File: config.mk
export PLATFORM = sky130hd
export DESIGN_NAME = clock_display_blink_ctrl_unit
export DESIGN_NICKNAME = d
export VERILOG_FILES = /design/src/hdl/cdb_pkg.sv /design/src/hdl/clock_display_blink_ctrl_unit.sv
export VERILOG_INCLUDE_DIRS = /design/src /design/src/hdl
export SDC_FILE = /design/constraint.sdc
export NUM_CORES = 1
export LEC_CHECK = 0
export BUFFER_PORTS_ARGS = -buffer_cell sky130_fd_sc_hd__buf_2
export CORE_MARGIN = 4
export CORE_UTILIZATION = 50
export CTS_CLUSTER_DIAMETER = 30
export CTS_CLUSTER_SIZE = 8
export DETAILED_ROUTE_END_ITERATION = 16
export PLACE_DENSITY = 0.71
export SKIP_LAST_GASP = 1
export SYNTH_ARGS = -nofsm -noshare
export SYNTH_HDL_FRONTEND = slang
export SYNTH_SLANG_ARGS = --single-unit
File: constraint.sdc
create_clock -name clk -period 3.7 [get_ports clk]
set_clock_uncertainty 0.1 [all_clocks]
set_input_delay 0.185 -clock clk [delete_from_list [all_inputs] [get_ports clk]]
set_output_delay 0.185 -clock clk [all_outputs]
set_load 0.1 [all_outputs]
File: src/hdl/clock_display_blink_ctrl_unit_assert.svh
// Assertion macros shared by the clock display blink control RTL.
`ifndef CLOCK_DISPLAY_BLINK_CTRL_UNIT_ASSERT_SVH
`define CLOCK_DISPLAY_BLINK_CTRL_UNIT_ASSERT_SVH

// Same-cycle implication, checked on every rising edge outside reset.
`define CDB_ASSERT_NOW(lbl, ante, cons, msg) \
  lbl: assert property (@(posedge clk) disable iff (rst) (ante) |-> (cons)) else $error(msg);

// Next-cycle implication, checked on every rising edge outside reset.
`define CDB_ASSERT_NEXT(lbl, ante, cons, msg) \
  lbl: assert property (@(posedge clk) disable iff (rst) (ante) |=> (cons)) else $error(msg);

`endif

File: src/hdl/cdb_pkg.sv
// Types, constants and a helper function for the clock display blink control.
package cdb_pkg;

  localparam logic [3:0] BLANK_CODE = 4'd10;

  localparam logic [1:0] MODE_SHOW_ALL    = 2'd0;
  localparam logic [1:0] MODE_ADJ_HOURS   = 2'd1;
  localparam logic [1:0] MODE_ADJ_MINUTES = 2'd2;
  localparam logic [1:0] MODE_OTHER       = 2'd3;

  localparam logic [1:0] REG_REFRESH_PERIOD     = 2'd0;
  localparam logic [1:0] REG_FIELD_BLINK_PERIOD = 2'd1;
  localparam logic [1:0] REG_COLON_PERIOD       = 2'd2;
  localparam logic [1:0] REG_TICK_STEP          = 2'd3;

  localparam logic [7:0]  RESET_REFRESH_PERIOD     = 8'd20;
  localparam logic [15:0] RESET_FIELD_BLINK_PERIOD = 16'd500;
  localparam logic [15:0] RESET_COLON_PERIOD       = 16'd1000;
  localparam logic [7:0]  RESET_TICK_STEP          = 8'd5;

  typedef struct packed {
    logic [3:0] tens;
    logic [3:0] units;
  } digit_pair_t;

  // Splits a value below 64 into tens and units: (v * 13) >> 7 equals v / 10
  // over that whole range.
  function automatic digit_pair_t split_digits(input logic [5:0] v);
    logic [12:0] prod;
    logic [3:0]  q;
    logic [6:0]  q10;
    digit_pair_t r;
    prod    = 13'(v) * 13'd13;
    q       = prod[10:7];
    q10     = 7'(q) * 7'd10;
    r.tens  = q;
    r.units = 4'(7'(v) - q10);
    return r;
  endfunction

endpackage

File: src/hdl/clock_display_blink_ctrl_unit.sv
// Clock display blink control: tick-driven digit and colon dot update.
// An accepted tick is held in the input register; its result is held in the result register.
// Throughput: one tick per cycle while results are taken; the counters and digits are
// updated in the single compute stage between the input register and the result register.
// Reset clears the counters and digits to 0, turns the dot off and loads
// the default periods and tick step; no clearing pass is needed.
module clock_display_blink_ctrl_unit
  import cdb_pkg::*;
(
  input  logic        clk,
  input  logic        rst,
  input  logic        s_tvalid,
  output logic        s_tready,
  input  logic [15:0] s_tdata,   // [4:0] hours, [10:5] minutes, [15:11] zero
  input  logic [1:0]  s_tuser,   // [1:0] mode
  output logic        m_tvalid,
  input  logic        m_tready,
  // [3:0] minute_units_digit, [7:4] minute_tens_digit, [11:8] hour_units_digit,
  // [15:12] hour_tens_digit, [16] dot_on, [23:17] zero
  output logic [23:0] m_tdata,
  output logic [0:0]  m_tuser,   // [0] refreshed
  input  logic        cfg_valid,
  output logic        cfg_ready,
  input  logic [1:0]  cfg_index,
  input  logic [15:0] cfg_data
);

  logic [7:0]  refresh_period;
  logic [15:0] field_blink_period;
  logic [15:0] colon_period;
  logic [7:0]  tick_step;

  logic [7:0]  refresh_count, refresh_count_next;
  logic [15:0] dot_count, dot_count_next;
  logic [15:0] blink_count, blink_count_next;
  logic [3:0]  min_units, min_units_next;
  logic [3:0]  min_tens, min_tens_next;
  logic [3:0]  hr_units, hr_units_next;
  logic [3:0]  hr_tens, hr_tens_next;
  logic        dot_state, dot_state_next;

  logic        s1_valid;
  logic [4:0]  s1_hours;
  logic [5:0]  s1_minutes;
  logic [1:0]  s1_mode;

  logic        advance;
  logic        load;
  logic [7:0]  rc_add;
  logic [15:0] dc_add;
  logic [15:0] bc_add;
  logic        refresh_hit;
  digit_pair_t hr_split;
  digit_pair_t min_split;

  assign cfg_ready = 1'b1;

  always_ff @(posedge clk) begin
    if (rst) begin
      refresh_period     <= RESET_REFRESH_PERIOD;
      field_blink_period <= RESET_FIELD_BLINK_PERIOD;
      colon_period       <= RESET_COLON_PERIOD;
      tick_step          <= RESET_TICK_STEP;
    end else if (cfg_valid) begin
      unique case (cfg_index)
        REG_REFRESH_PERIOD:     refresh_period     <= cfg_data[7:0];
        REG_FIELD_BLINK_PERIOD: field_blink_period <= cfg_data;
        REG_COLON_PERIOD:       colon_period       <= cfg_data;
        REG_TICK_STEP:          tick_step          <= cfg_data[7:0];
        default: ;
      endcase
    end
  end

  // The result register frees the compute stage whenever it is empty or taken.
  assign advance  = !m_tvalid || m_tready;
  assign s_tready = !s1_valid || advance;
  assign load     = s1_valid && advance;

  always_ff @(posedge clk) begin
    if (rst) begin
      s1_valid <= 1'b0;
    end else if (s_tready) begin
      s1_valid <= s_tvalid;
    end
  end

  always_ff @(posedge clk) begin
    if (s_tready && s_tvalid) begin
      s1_hours   <= s_tdata[4:0];
      s1_minutes <= s_tdata[10:5];
      s1_mode    <= s_tuser;
    end
  end

  assign rc_add      = refresh_count + tick_step;
  assign dc_add      = dot_count + 16'(tick_step);
  assign bc_add      = blink_count + 16'(tick_step);
  assign refresh_hit = rc_add >= refresh_period;
  assign hr_split    = split_digits({1'b0, s1_hours});
  assign min_split   = split_digits(s1_minutes);

  always_comb begin
    refresh_count_next = rc_add;
    dot_count_next     = dc_add;
    blink_count_next   = bc_add;
    min_units_next     = min_units;
    min_tens_next      = min_tens;
    hr_units_next      = hr_units;
    hr_tens_next       = hr_tens;
    dot_state_next     = dot_state;
    if (refresh_hit) begin
      refresh_count_next = '0;
      case (s1_mode)
        MODE_SHOW_ALL: begin
          min_units_next   = min_split.units;
          min_tens_next    = min_split.tens;
          hr_units_next    = hr_split.units;
          hr_tens_next     = hr_split.tens;
          blink_count_next = '0;
          if (dc_add == colon_period) begin
            dot_count_next = '0;
            dot_state_next = !dot_state;
          end
        end
        MODE_ADJ_HOURS: begin
          min_units_next = min_split.units;
          min_tens_next  = min_split.tens;
          dot_state_next = 1'b0;
          dot_count_next = '0;
          if (bc_add == field_blink_period) begin
            blink_count_next = '0;
            // The field is treated as blank when its units code is blank.
            if (hr_units == BLANK_CODE) begin
              hr_units_next = hr_split.units;
              hr_tens_next  = hr_split.tens;
            end else begin
              hr_units_next = BLANK_CODE;
              hr_tens_next  = BLANK_CODE;
            end
          end
        end
        MODE_ADJ_MINUTES: begin
          hr_units_next  = hr_split.units;
          hr_tens_next   = hr_split.tens;
          dot_state_next = 1'b0;
          dot_count_next = '0;
          if (bc_add == field_blink_period) begin
            blink_count_next = '0;
            if (min_units == BLANK_CODE) begin
              min_units_next = min_split.units;
              min_tens_next  = min_split.tens;
            end else begin
              min_units_next = BLANK_CODE;
              min_tens_next  = BLANK_CODE;
            end
          end
        end
        default: ;
      endcase
    end
  end

  always_ff @(posedge clk) begin
    if (rst) begin
      refresh_count <= '0;
      dot_count     <= '0;
      blink_count   <= '0;
      min_units     <= '0;
      min_tens      <= '0;
      hr_units      <= '0;
      hr_tens       <= '0;
      dot_state     <= 1'b0;
      m_tvalid      <= 1'b0;
    end else begin
      if (advance) begin
        m_tvalid <= s1_valid;
      end
      if (load) begin
        refresh_count <= refresh_count_next;
        dot_count     <= dot_count_next;
        blink_count   <= blink_count_next;
        min_units     <= min_units_next;
        min_tens      <= min_tens_next;
        hr_units      <= hr_units_next;
        hr_tens       <= hr_tens_next;
        dot_state     <= dot_state_next;
      end
    end
  end

  always_ff @(posedge clk) begin
    if (load) begin
      m_tdata <= {7'd0, dot_state_next, hr_tens_next, hr_units_next,
                  min_tens_next, min_units_next};
      m_tuser <= refresh_hit;
    end
  end

`include "clock_display_blink_ctrl_unit_assert.svh"

  `CDB_ASSERT_NEXT(a_refresh_clears, load && refresh_hit, refresh_count == 8'd0, "refresh count not cleared")
  `CDB_ASSERT_NEXT(a_no_refresh_adds, load && !refresh_hit, refresh_count == $past(rc_add), "refresh count not advanced")
  `CDB_ASSERT_NEXT(a_adjust_dot_off, load && refresh_hit && (s1_mode == MODE_ADJ_HOURS || s1_mode == MODE_ADJ_MINUTES), !dot_state && dot_count == 16'd0 && m_tdata[16] == 1'b0, "dot not cleared in adjust mode")
  `CDB_ASSERT_NEXT(a_result_flag, load, m_tvalid && m_tuser[0] == $past(refresh_hit), "refresh flag lost")
  `CDB_ASSERT_NOW(a_digit_range, m_tvalid, m_tdata[3:0] <= BLANK_CODE && m_tdata[7:4] <= BLANK_CODE && m_tdata[11:8] <= BLANK_CODE && m_tdata[15:12] <= BLANK_CODE, "digit code out of range")

endmodule

# [After elaboration in Yosys (flattened, before gate mapping)]
# Index checks and enable logic that the tools add are counted.
[totals] input_bits=41 ramBits=0 latch_bits=0 register_bits=138 n_memories=0 output_inout_bits=28 romBits=0
[op_classes] n_addsub=5 n_shift=0 eq_ne=9 n_lt_le_gt_ge=1 n_mul=4 mux=26 div_mod_pow=0 reduce_logical=16 n_bitwise=0
[ops] operator="$mux W16" n=4
[ops] operator="$pmux W16 S2" n=2
[ops] operator="$mux W4" n=12
[ops] operator="$add A16 B8 Y16" n=2
[ops] operator="$eq A16 B16 Y1" n=2
[ops] operator="$pmux W4 S2" n=4
[ops] operator="$mul A6 B4 Y10 const B" n=1
[ops] operator="$mul A5 B4 Y9 const B" n=1
[ops] operator="$add A8 B8 Y8" n=1
[ops] operator="$eq A4 B4 Y1 const B" n=2
[ops] operator="$ge A8 B8 Y1" n=1
[ops] operator="$mux W8" n=1
[ops] operator="$reduce_and A2 Y1" n=4
[ops] operator="$sub A4 B4 Y4" n=2
[ops] operator="$eq A2 B2 Y1 const B" n=3
[ops] operator="$reduce_or A2 Y1" n=3
[ops] operator="$eq A2 B1 Y1 const B" n=2
[ops] operator="$logic_not A2 Y1" n=2
[ops] operator="$logic_not A1 Y1" n=3
[ops] operator="$mul A2 B3 Y3 const B" n=1
[ops] operator="$mul A3 B3 Y3 const B" n=1
[ops] operator="$logic_and A1 B1 Y1" n=2
[ops] operator="$logic_or A1 B1 Y1" n=2
[ops] operator="$mux W1" n=2
[ops] operator="$pmux W1 S2" n=1

# [Depth between registers and ports, before layout]
[logic_depth] word_depth=7 depth_mapped=19 mapped_depth_nobuf=17

# [Worst setup path after synthesis]
# OpenSTA, ideal clock, no wires.
[synth_path] path_type="flip-flop to flip-flop" startpoint="reg tick_step[1]" endpoint="reg m_tdata[13] (data pin)" path_slack_ns=-0.348 path_buffers=2 stages_incl_launch_ff=18 t_arrival_ns=3.687 synth_period_minus_slack_ns=4.048 setup_time_ns=0.261 t_required_ns=3.339 path_cell_list="dfxtp_1 > ha_1 > a21o_1 > a21oi_1 > o21bai_1 > a21oi_1 > o21ai_0 > xor2_1 > xor2_1 > ha_1 > or3_1 > o21ai_0 > a31oi_1 > clkbuf_1 > nor2b_1 > clkbuf_1 > nand2_1 > a221o_1"
[synth_between] word_cells_on_any_way=7 cone_classes="2 x add/sub; 1 x order compare; 1 x eq/ne; 3 x mux"
[synth_lines] item="start: declaration" line_no="clock_display_blink_ctrl_unit.sv:31" source="logic [7:0] tick_step;"
[synth_lines] item="start signal: assignment" line_no="clock_display_blink_ctrl_unit.sv:69" source="REG_TICK_STEP: tick_step <= cfg_data[7:0];"
[synth_lines] item="$add A8 B8 Y8" line_no="clock_display_blink_ctrl_unit.sv:96" source="assign rc_add = refresh_count + tick_step;"
[synth_lines] item="$ge A8 B8 Y1" line_no="clock_display_blink_ctrl_unit.sv:99" source="assign refresh_hit = rc_add >= refresh_period;"
[synth_lines] item="via refresh_hit" line_no="clock_display_blink_ctrl_unit.sv:52" source="logic refresh_hit;"
[synth_lines] item="$mux W4" line_no="clock_display_blink_ctrl_unit.sv:112" source="if (refresh_hit) begin"
[synth_lines] item="via hr_tens_next[1]" line_no="clock_display_blink_ctrl_unit.sv:39" source="logic [3:0] hr_tens, hr_tens_next;"
[synth_lines] item="end signal: assignment" line_no="clock_display_blink_ctrl_unit.sv:194" source="m_tdata <= {7'd0, dot_state_next, hr_tens_next, hr_units_next,"
[synth_lines] item="end: declaration" line_no="clock_display_blink_ctrl_unit.sv:20" source="output logic [23:0] m_tdata,"
# The timed path passes the listed nets, and every way through them passes these cells.
# A chain may end at the register's enable or synchronous reset.

# [Worst setup path in the final report]
[layout_path] startpoint="reg s1_minutes[2]" endpoint="reg m_tdata[3] (data pin)"
[layout_between] elab_chain_cells=7
[layout_lines] item="start: declaration" line_no="clock_display_blink_ctrl_unit.sv:44" source="logic [5:0] s1_minutes;"
[layout_lines] item="start signal: assignment" line_no="clock_display_blink_ctrl_unit.sv:91" source="s1_minutes <= s_tdata[10:5];"
[layout_lines] item="$mul A6 B4 Y10" line_no="cdb_pkg.sv:33" source="prod = 13'(v) * 13'd13;"
[layout_lines] item="$mul A3 B3 Y3" line_no="cdb_pkg.sv:35" source="q10 = 7'(q) * 7'd10;"
[layout_lines] item="$sub A4 B4 Y4 *" line_no="cdb_pkg.sv:37" source="r.units = 4'(7'(v) - q10);"
[layout_lines] item="$mux W4" line_no="clock_display_blink_ctrl_unit.sv:150" source="if (min_units == BLANK_CODE) begin"
[layout_lines] item="$mux W4" line_no="clock_display_blink_ctrl_unit.sv:148" source="if (bc_add == field_blink_period) begin"
[layout_lines] item="$pmux W4 S2 *" line_no="clock_display_blink_ctrl_unit.sv:114" source="case (s1_mode)"
[layout_lines] item="$mux W4 *" line_no="clock_display_blink_ctrl_unit.sv:112"
[layout_lines] item="via min_units_next[3]" line_no="clock_display_blink_ctrl_unit.sv:36" source="logic [3:0] min_units, min_units_next;"
# The timed path passes the listed nets; every way through them passes the cells marked *.

==> results by stage <==
Status:
- The flow ran to the end, but the final reports show violations.
- The checks that failed: setup timing.

Floorplan:
- In this run the horizontal extent of the chip is 137 um.
- The die extent in y is ~140 um.
- The die area is 18900 sq um.
- The number of I/O pins is 69.
- Row generation in the floorplan step produced 47 rows.
- The area of the placeable core is roughly 16000 sq um.
- The initial utilization of the core area, before any placement, comes to slightly above 50%.

Logic synthesis:
- The mean instance size in the synthesized netlist is 8.70 sq um.
- Sequential cells were found to cover 36.8% of the synthesized design area.
- In the synthesized netlist, the number of instances is between 900 and 1k.
- The number of flops mapped to enable cells by yosys is 31.
- The fraction of synthesis flops using an asynchronous set or reset pin is 0%.
- During synthesis, Yosys emitted a total of 0 warnings.
- After synthesis the cells add up to 8360 sq um.
- The distinct cell type count after synthesis is 79.
- In the post-synthesis netlist, the biggest area contributors are dfxtp_1 (26%), edfxtp_1 (11%), ha_1 (9.4%), nand2_1 (6.3%), a21oi_1 (4.9%).
- In the synthesized netlist the dominant register cell turns out to be dfxtp_1.
- The library cell with the highest instance count after synthesis is nand2_1.
- The dominant cell type by area after synthesis is dfxtp_1.
- The top cell type by area accounts for 25.6% of the synthesized area.
- After synthesis, the most frequently instantiated cells are nand2_1 (141), dfxtp_1 (107), a21oi_1 (82), nor2_1 (79), ha_1 (63).
- Counting flops and latches in the post-synthesis netlist gives 138.

Power:
- For this design the total switching power over the nets is between 0.001 and 0.0015 W.
- The analysis attributes to cell leakage a power of 4.50 nW.
- The cell-internal power is approximately 0.0030 W.
- Of the total power, registers draw 38.8%.
- The combinational power share is 23.8%.
- The fraction of power consumed by the clock network is about 37%.
- IR analysis of the VDD net gives a maximum drop of 0.000330 V.
- Net switching is between 30% and 40% of the power.
- The power per cell area is 396 nW/um^2.

GRT:
- The via count of the first global-routing pass is 7253.
- The wire length of the first global-routing pass is 35.3 mm.
- After global routing the overflow that remains totals 0.
- The largest net degree at the start of global routing is 68.
- The global router's overall resource usage is 23.7%.
- The initial antenna violation count was 0.

Worst hold path:
- The worst hold path passes through 2 cells.
- The class of the tightest hold or removal check is in2reg.

Clock tree:
- After clock tree synthesis, the clock-pin slew on the worst setup and hold paths is ~0.06 ns.
- For this design, the sink count on the clock tree is ~140.
- The clock passes through at most 2 buffers.
- The clock tree from TritonCTS is done.
- In this run, CTS created clock tree buffers numbering 17.
- The total number of H-tree levels is 4.
- For the worst-skew pair, the clock arrives at the later sink with an insertion delay of 0.42 ns.
- The CTS root buffer is clkbuf_16.

Place:
- Prior to clock tree synthesis, the placed netlist has a worst setup slack of -0.106 ns.
- Routability-driven placement finished with a final weighted congestion of 0.940.
- Once detailed placement completed, the half-perimeter wirelength came to around 15 mm.
- The port buffer count is 55.

STA:
- Setup slack on the critical path of the routed design comes to -0.0554 ns.
- The headroom to the max-slew limit is 33.8%.
- For the finished layout, the period the worst path requires is 3.76 ns.
- The count of final hold-check violations is 0.
- Based on the critical path, the design can be clocked at up to about 0.27 GHz.
- Setup violations remaining at the end of the flow were counted as 3.
- Setup repair after global routing could not meet its margin everywhere.
- Dividing the final minimum period by the clock period gives 101%.
- The pin slew with the least headroom to its limit is 0.990 ns.
- The count of pins over their slew limit is 0.
- The total negative slack is -0.130 ns.

Critical path:
- In this design, the stage delay of the slowest critical-path cell is approximately 0.48 ns.
- The arrival time at the worst endpoint is 3.82 ns.
- Walking the worst path, the cells encountered are ha_1 -> inv_1 -> fa_1 -> inv_1 -> ha_1 -> nand2_1 -> o21ai_2 -> buf_4 -> xor2_2 -> ha_2 -> fa_2 -> xor2_2 -> xnor2_1 -> xnor2_1 -> nand3_1 -> o211ai_1.
- For the worst flop-to-flop path, the logic depth is 16.
- The kind of launch point of the worst setup path is a flop.
- The highest net fanout along the worst path is 3.
- The worst setup path category is reg2reg.
- Data on the critical path is required at its endpoint by 3.77 ns.
- The worst setup path is captured at a flop.
- For this design, the slowest cell found on the critical path is fa_1.

Route:
- The number of design rule violations left after detail routing is 0.
- The first detailed-routing pass ran for 5 iterations.
- The number of nets still failing antenna checks after routing is 0.
- The mean routed wirelength per cell is 16.3 um.
- After detailed routing, the total wire length is 22.0 mm.
- In this run, the number of DRC markers left after iteration 0 of detailed routing was 577.
- For this block, the via count after detailed routing is 7596.
- After detailed routing, the number of vias per cell comes to roughly 5.6.

Run:
- The tool flagged a number of max-cap violations equal to 0.

Layout:
- The sequential cell area in the final layout is slightly above 3000 sq um.
- The area taken by multi-input logic gates is 5230 sq um.
- The number of inserted filler cells in the final layout is about 1.3k.
- Compared with the post-synthesis result, the final layout area differs by 28.2%.
- The antenna cell count is 0.
- For this run, the post-layout net count is 1229.
- The proportion of layout cells with a drive suffix above 1 is a little under a quarter.
==> placed cells by master, fill, tap and decap left out, drive strengths merged, types with 5 or more instances in the layout <==
cell type	n
a211o	5
a211oi	9
a21o	19
a21oi	82
a221oi	7
a22o	12
a31oi	8
a32o	8
and2	6
and3	5
buf	154
clkbuf	19
clkinv	9
conb	8
dfxtp	107
dlygate4sd3	31
edfxtp	31
fa	8
ha	63
inv	42
nand2	141
nand2b	12
nand3	13
nand3b	17
nand4	5
nor2	79
nor2b	11
nor3	17
o211ai	5
o21ai	36
o21bai	5
or2	5
or3	5
xnor2	41
xor2	26
==> power groups by stage <==
stage / Clock (W) / Combinational (W) / Sequential [W]
floorplan: 0 / 0.000513 / 0.00174
global placement: 0 / 0.000826 / 0.00167
detailed placement: 0 / 0.000840 / 0.00167
CTS: 0.00160 / 0.000918 / 0.00164
global route: 0.00167 / 0.00109 / 0.00165
finish: 0.00159 / 0.00101 / 0.00165
==> critical path: cells and delay by family (launching register included) <==
| family | cells | cell delay [ns] |
|---|---|---|
| adders and majority gates | 5 | 1.66 |
| xor gates and xnor gates | 4 | 0.72 |
| DFF | 1 | 0.46 |
| buffers and inverters | 3 | 0.23 |
| and+or+nand+nor | 2 | 0.17 |
| AOI/OAI and AO/OA | 2 | 0.16 |
==> final timing paths <==
| check | from | endpoint | slack (ns) |
|---|---|---|---|
| min reg2reg | hr_tens[2] | hr_tens[2] | 0.36 |
| min | rst | hr_tens[3] | 0.003 |
| max reg2reg | s1_minutes[2] | m_tdata[3] | -0.06 |
| max | s1_minutes[2] | m_tdata[3] | -0.06 |
==> cell families after synthesis <==
| group | synth area share (%) |
|---|---|
| compound gates | 20.6 |
| flops | 36.8 |
| xor+xnor | 7.02 |
| simple gates | 18.8 |
| buf+inv | 4.77 |
| mux | 0.658 |
| other cells | 0.0898 |
| fa+ha+maj | 11.3 |
==> metrics by stage <==
stage	instance area, sq um	hold slack (ns)	utilization, %	power, W	cells
6_report	10700	0.00271	65.1	0.00424	1350
5_1_grt	10700	0.0205	65.1	0.00442	1350
4_1_cts	10400	0.00196	63.0	0.00416	1340
3_5_place_dp	9370	0.263	56.9	0.00251	1271
3_3_place_gp	9370	0.262	56.9	0.00250	1271
2_1_floorplan	8410	0.184	-	0.00226	967
==> layer usage <==
| layer | global-route usage (%) | share of wire (%) | vias up | wire length (um) |
|---|---|---|---|---|
| met2 | 37.9 | 47 | 233 | 10400 |
| met3 | 4.49 | 5.1 | 55 | 1120 |
| met5 | 0 | 0 | - | 0 |
| met4 | 8.98 | 2.7 | 0 | 595 |
| li1 | - | - | 3716 | - |
| met1 | 31.8 | 45 | 3592 | 9870 |
==> cell type report <==
class                      count  share of cell area [%]
sequential                   138                    28.7
tap                          220                    2.57
timing repair buffer         186                    13.4
clock inverter                14                   0.981
multi-input combinational    732                    48.8
clock buffer                  18                    4.10
inverter                      42                    1.47
==> what timing repair did <==
| item | in CTS | in global routing |
|---|---|---|
| setup endpoints to repair | 30 | 61 |
| pin swaps | 19 | 45 |
| hold buffers | 31 | 0 |
| setup buffers | 5 | 9 |
| gates cloned | 1 | 1 |
| resized for setup | 20 | 63 |
| endpoints found under the hold margin | 57 | 0 |
==> registers in the layout (all words and copies together) (netlist names), 6 cells and up <==
register	flops
blink_count	16
colon_period	16
dot_count	16
field_blink_period	16
m_tdata	17
refresh_count	8
refresh_period	8
s1_minutes	6
tick_step	8
(Power assumes the default switching activity.)
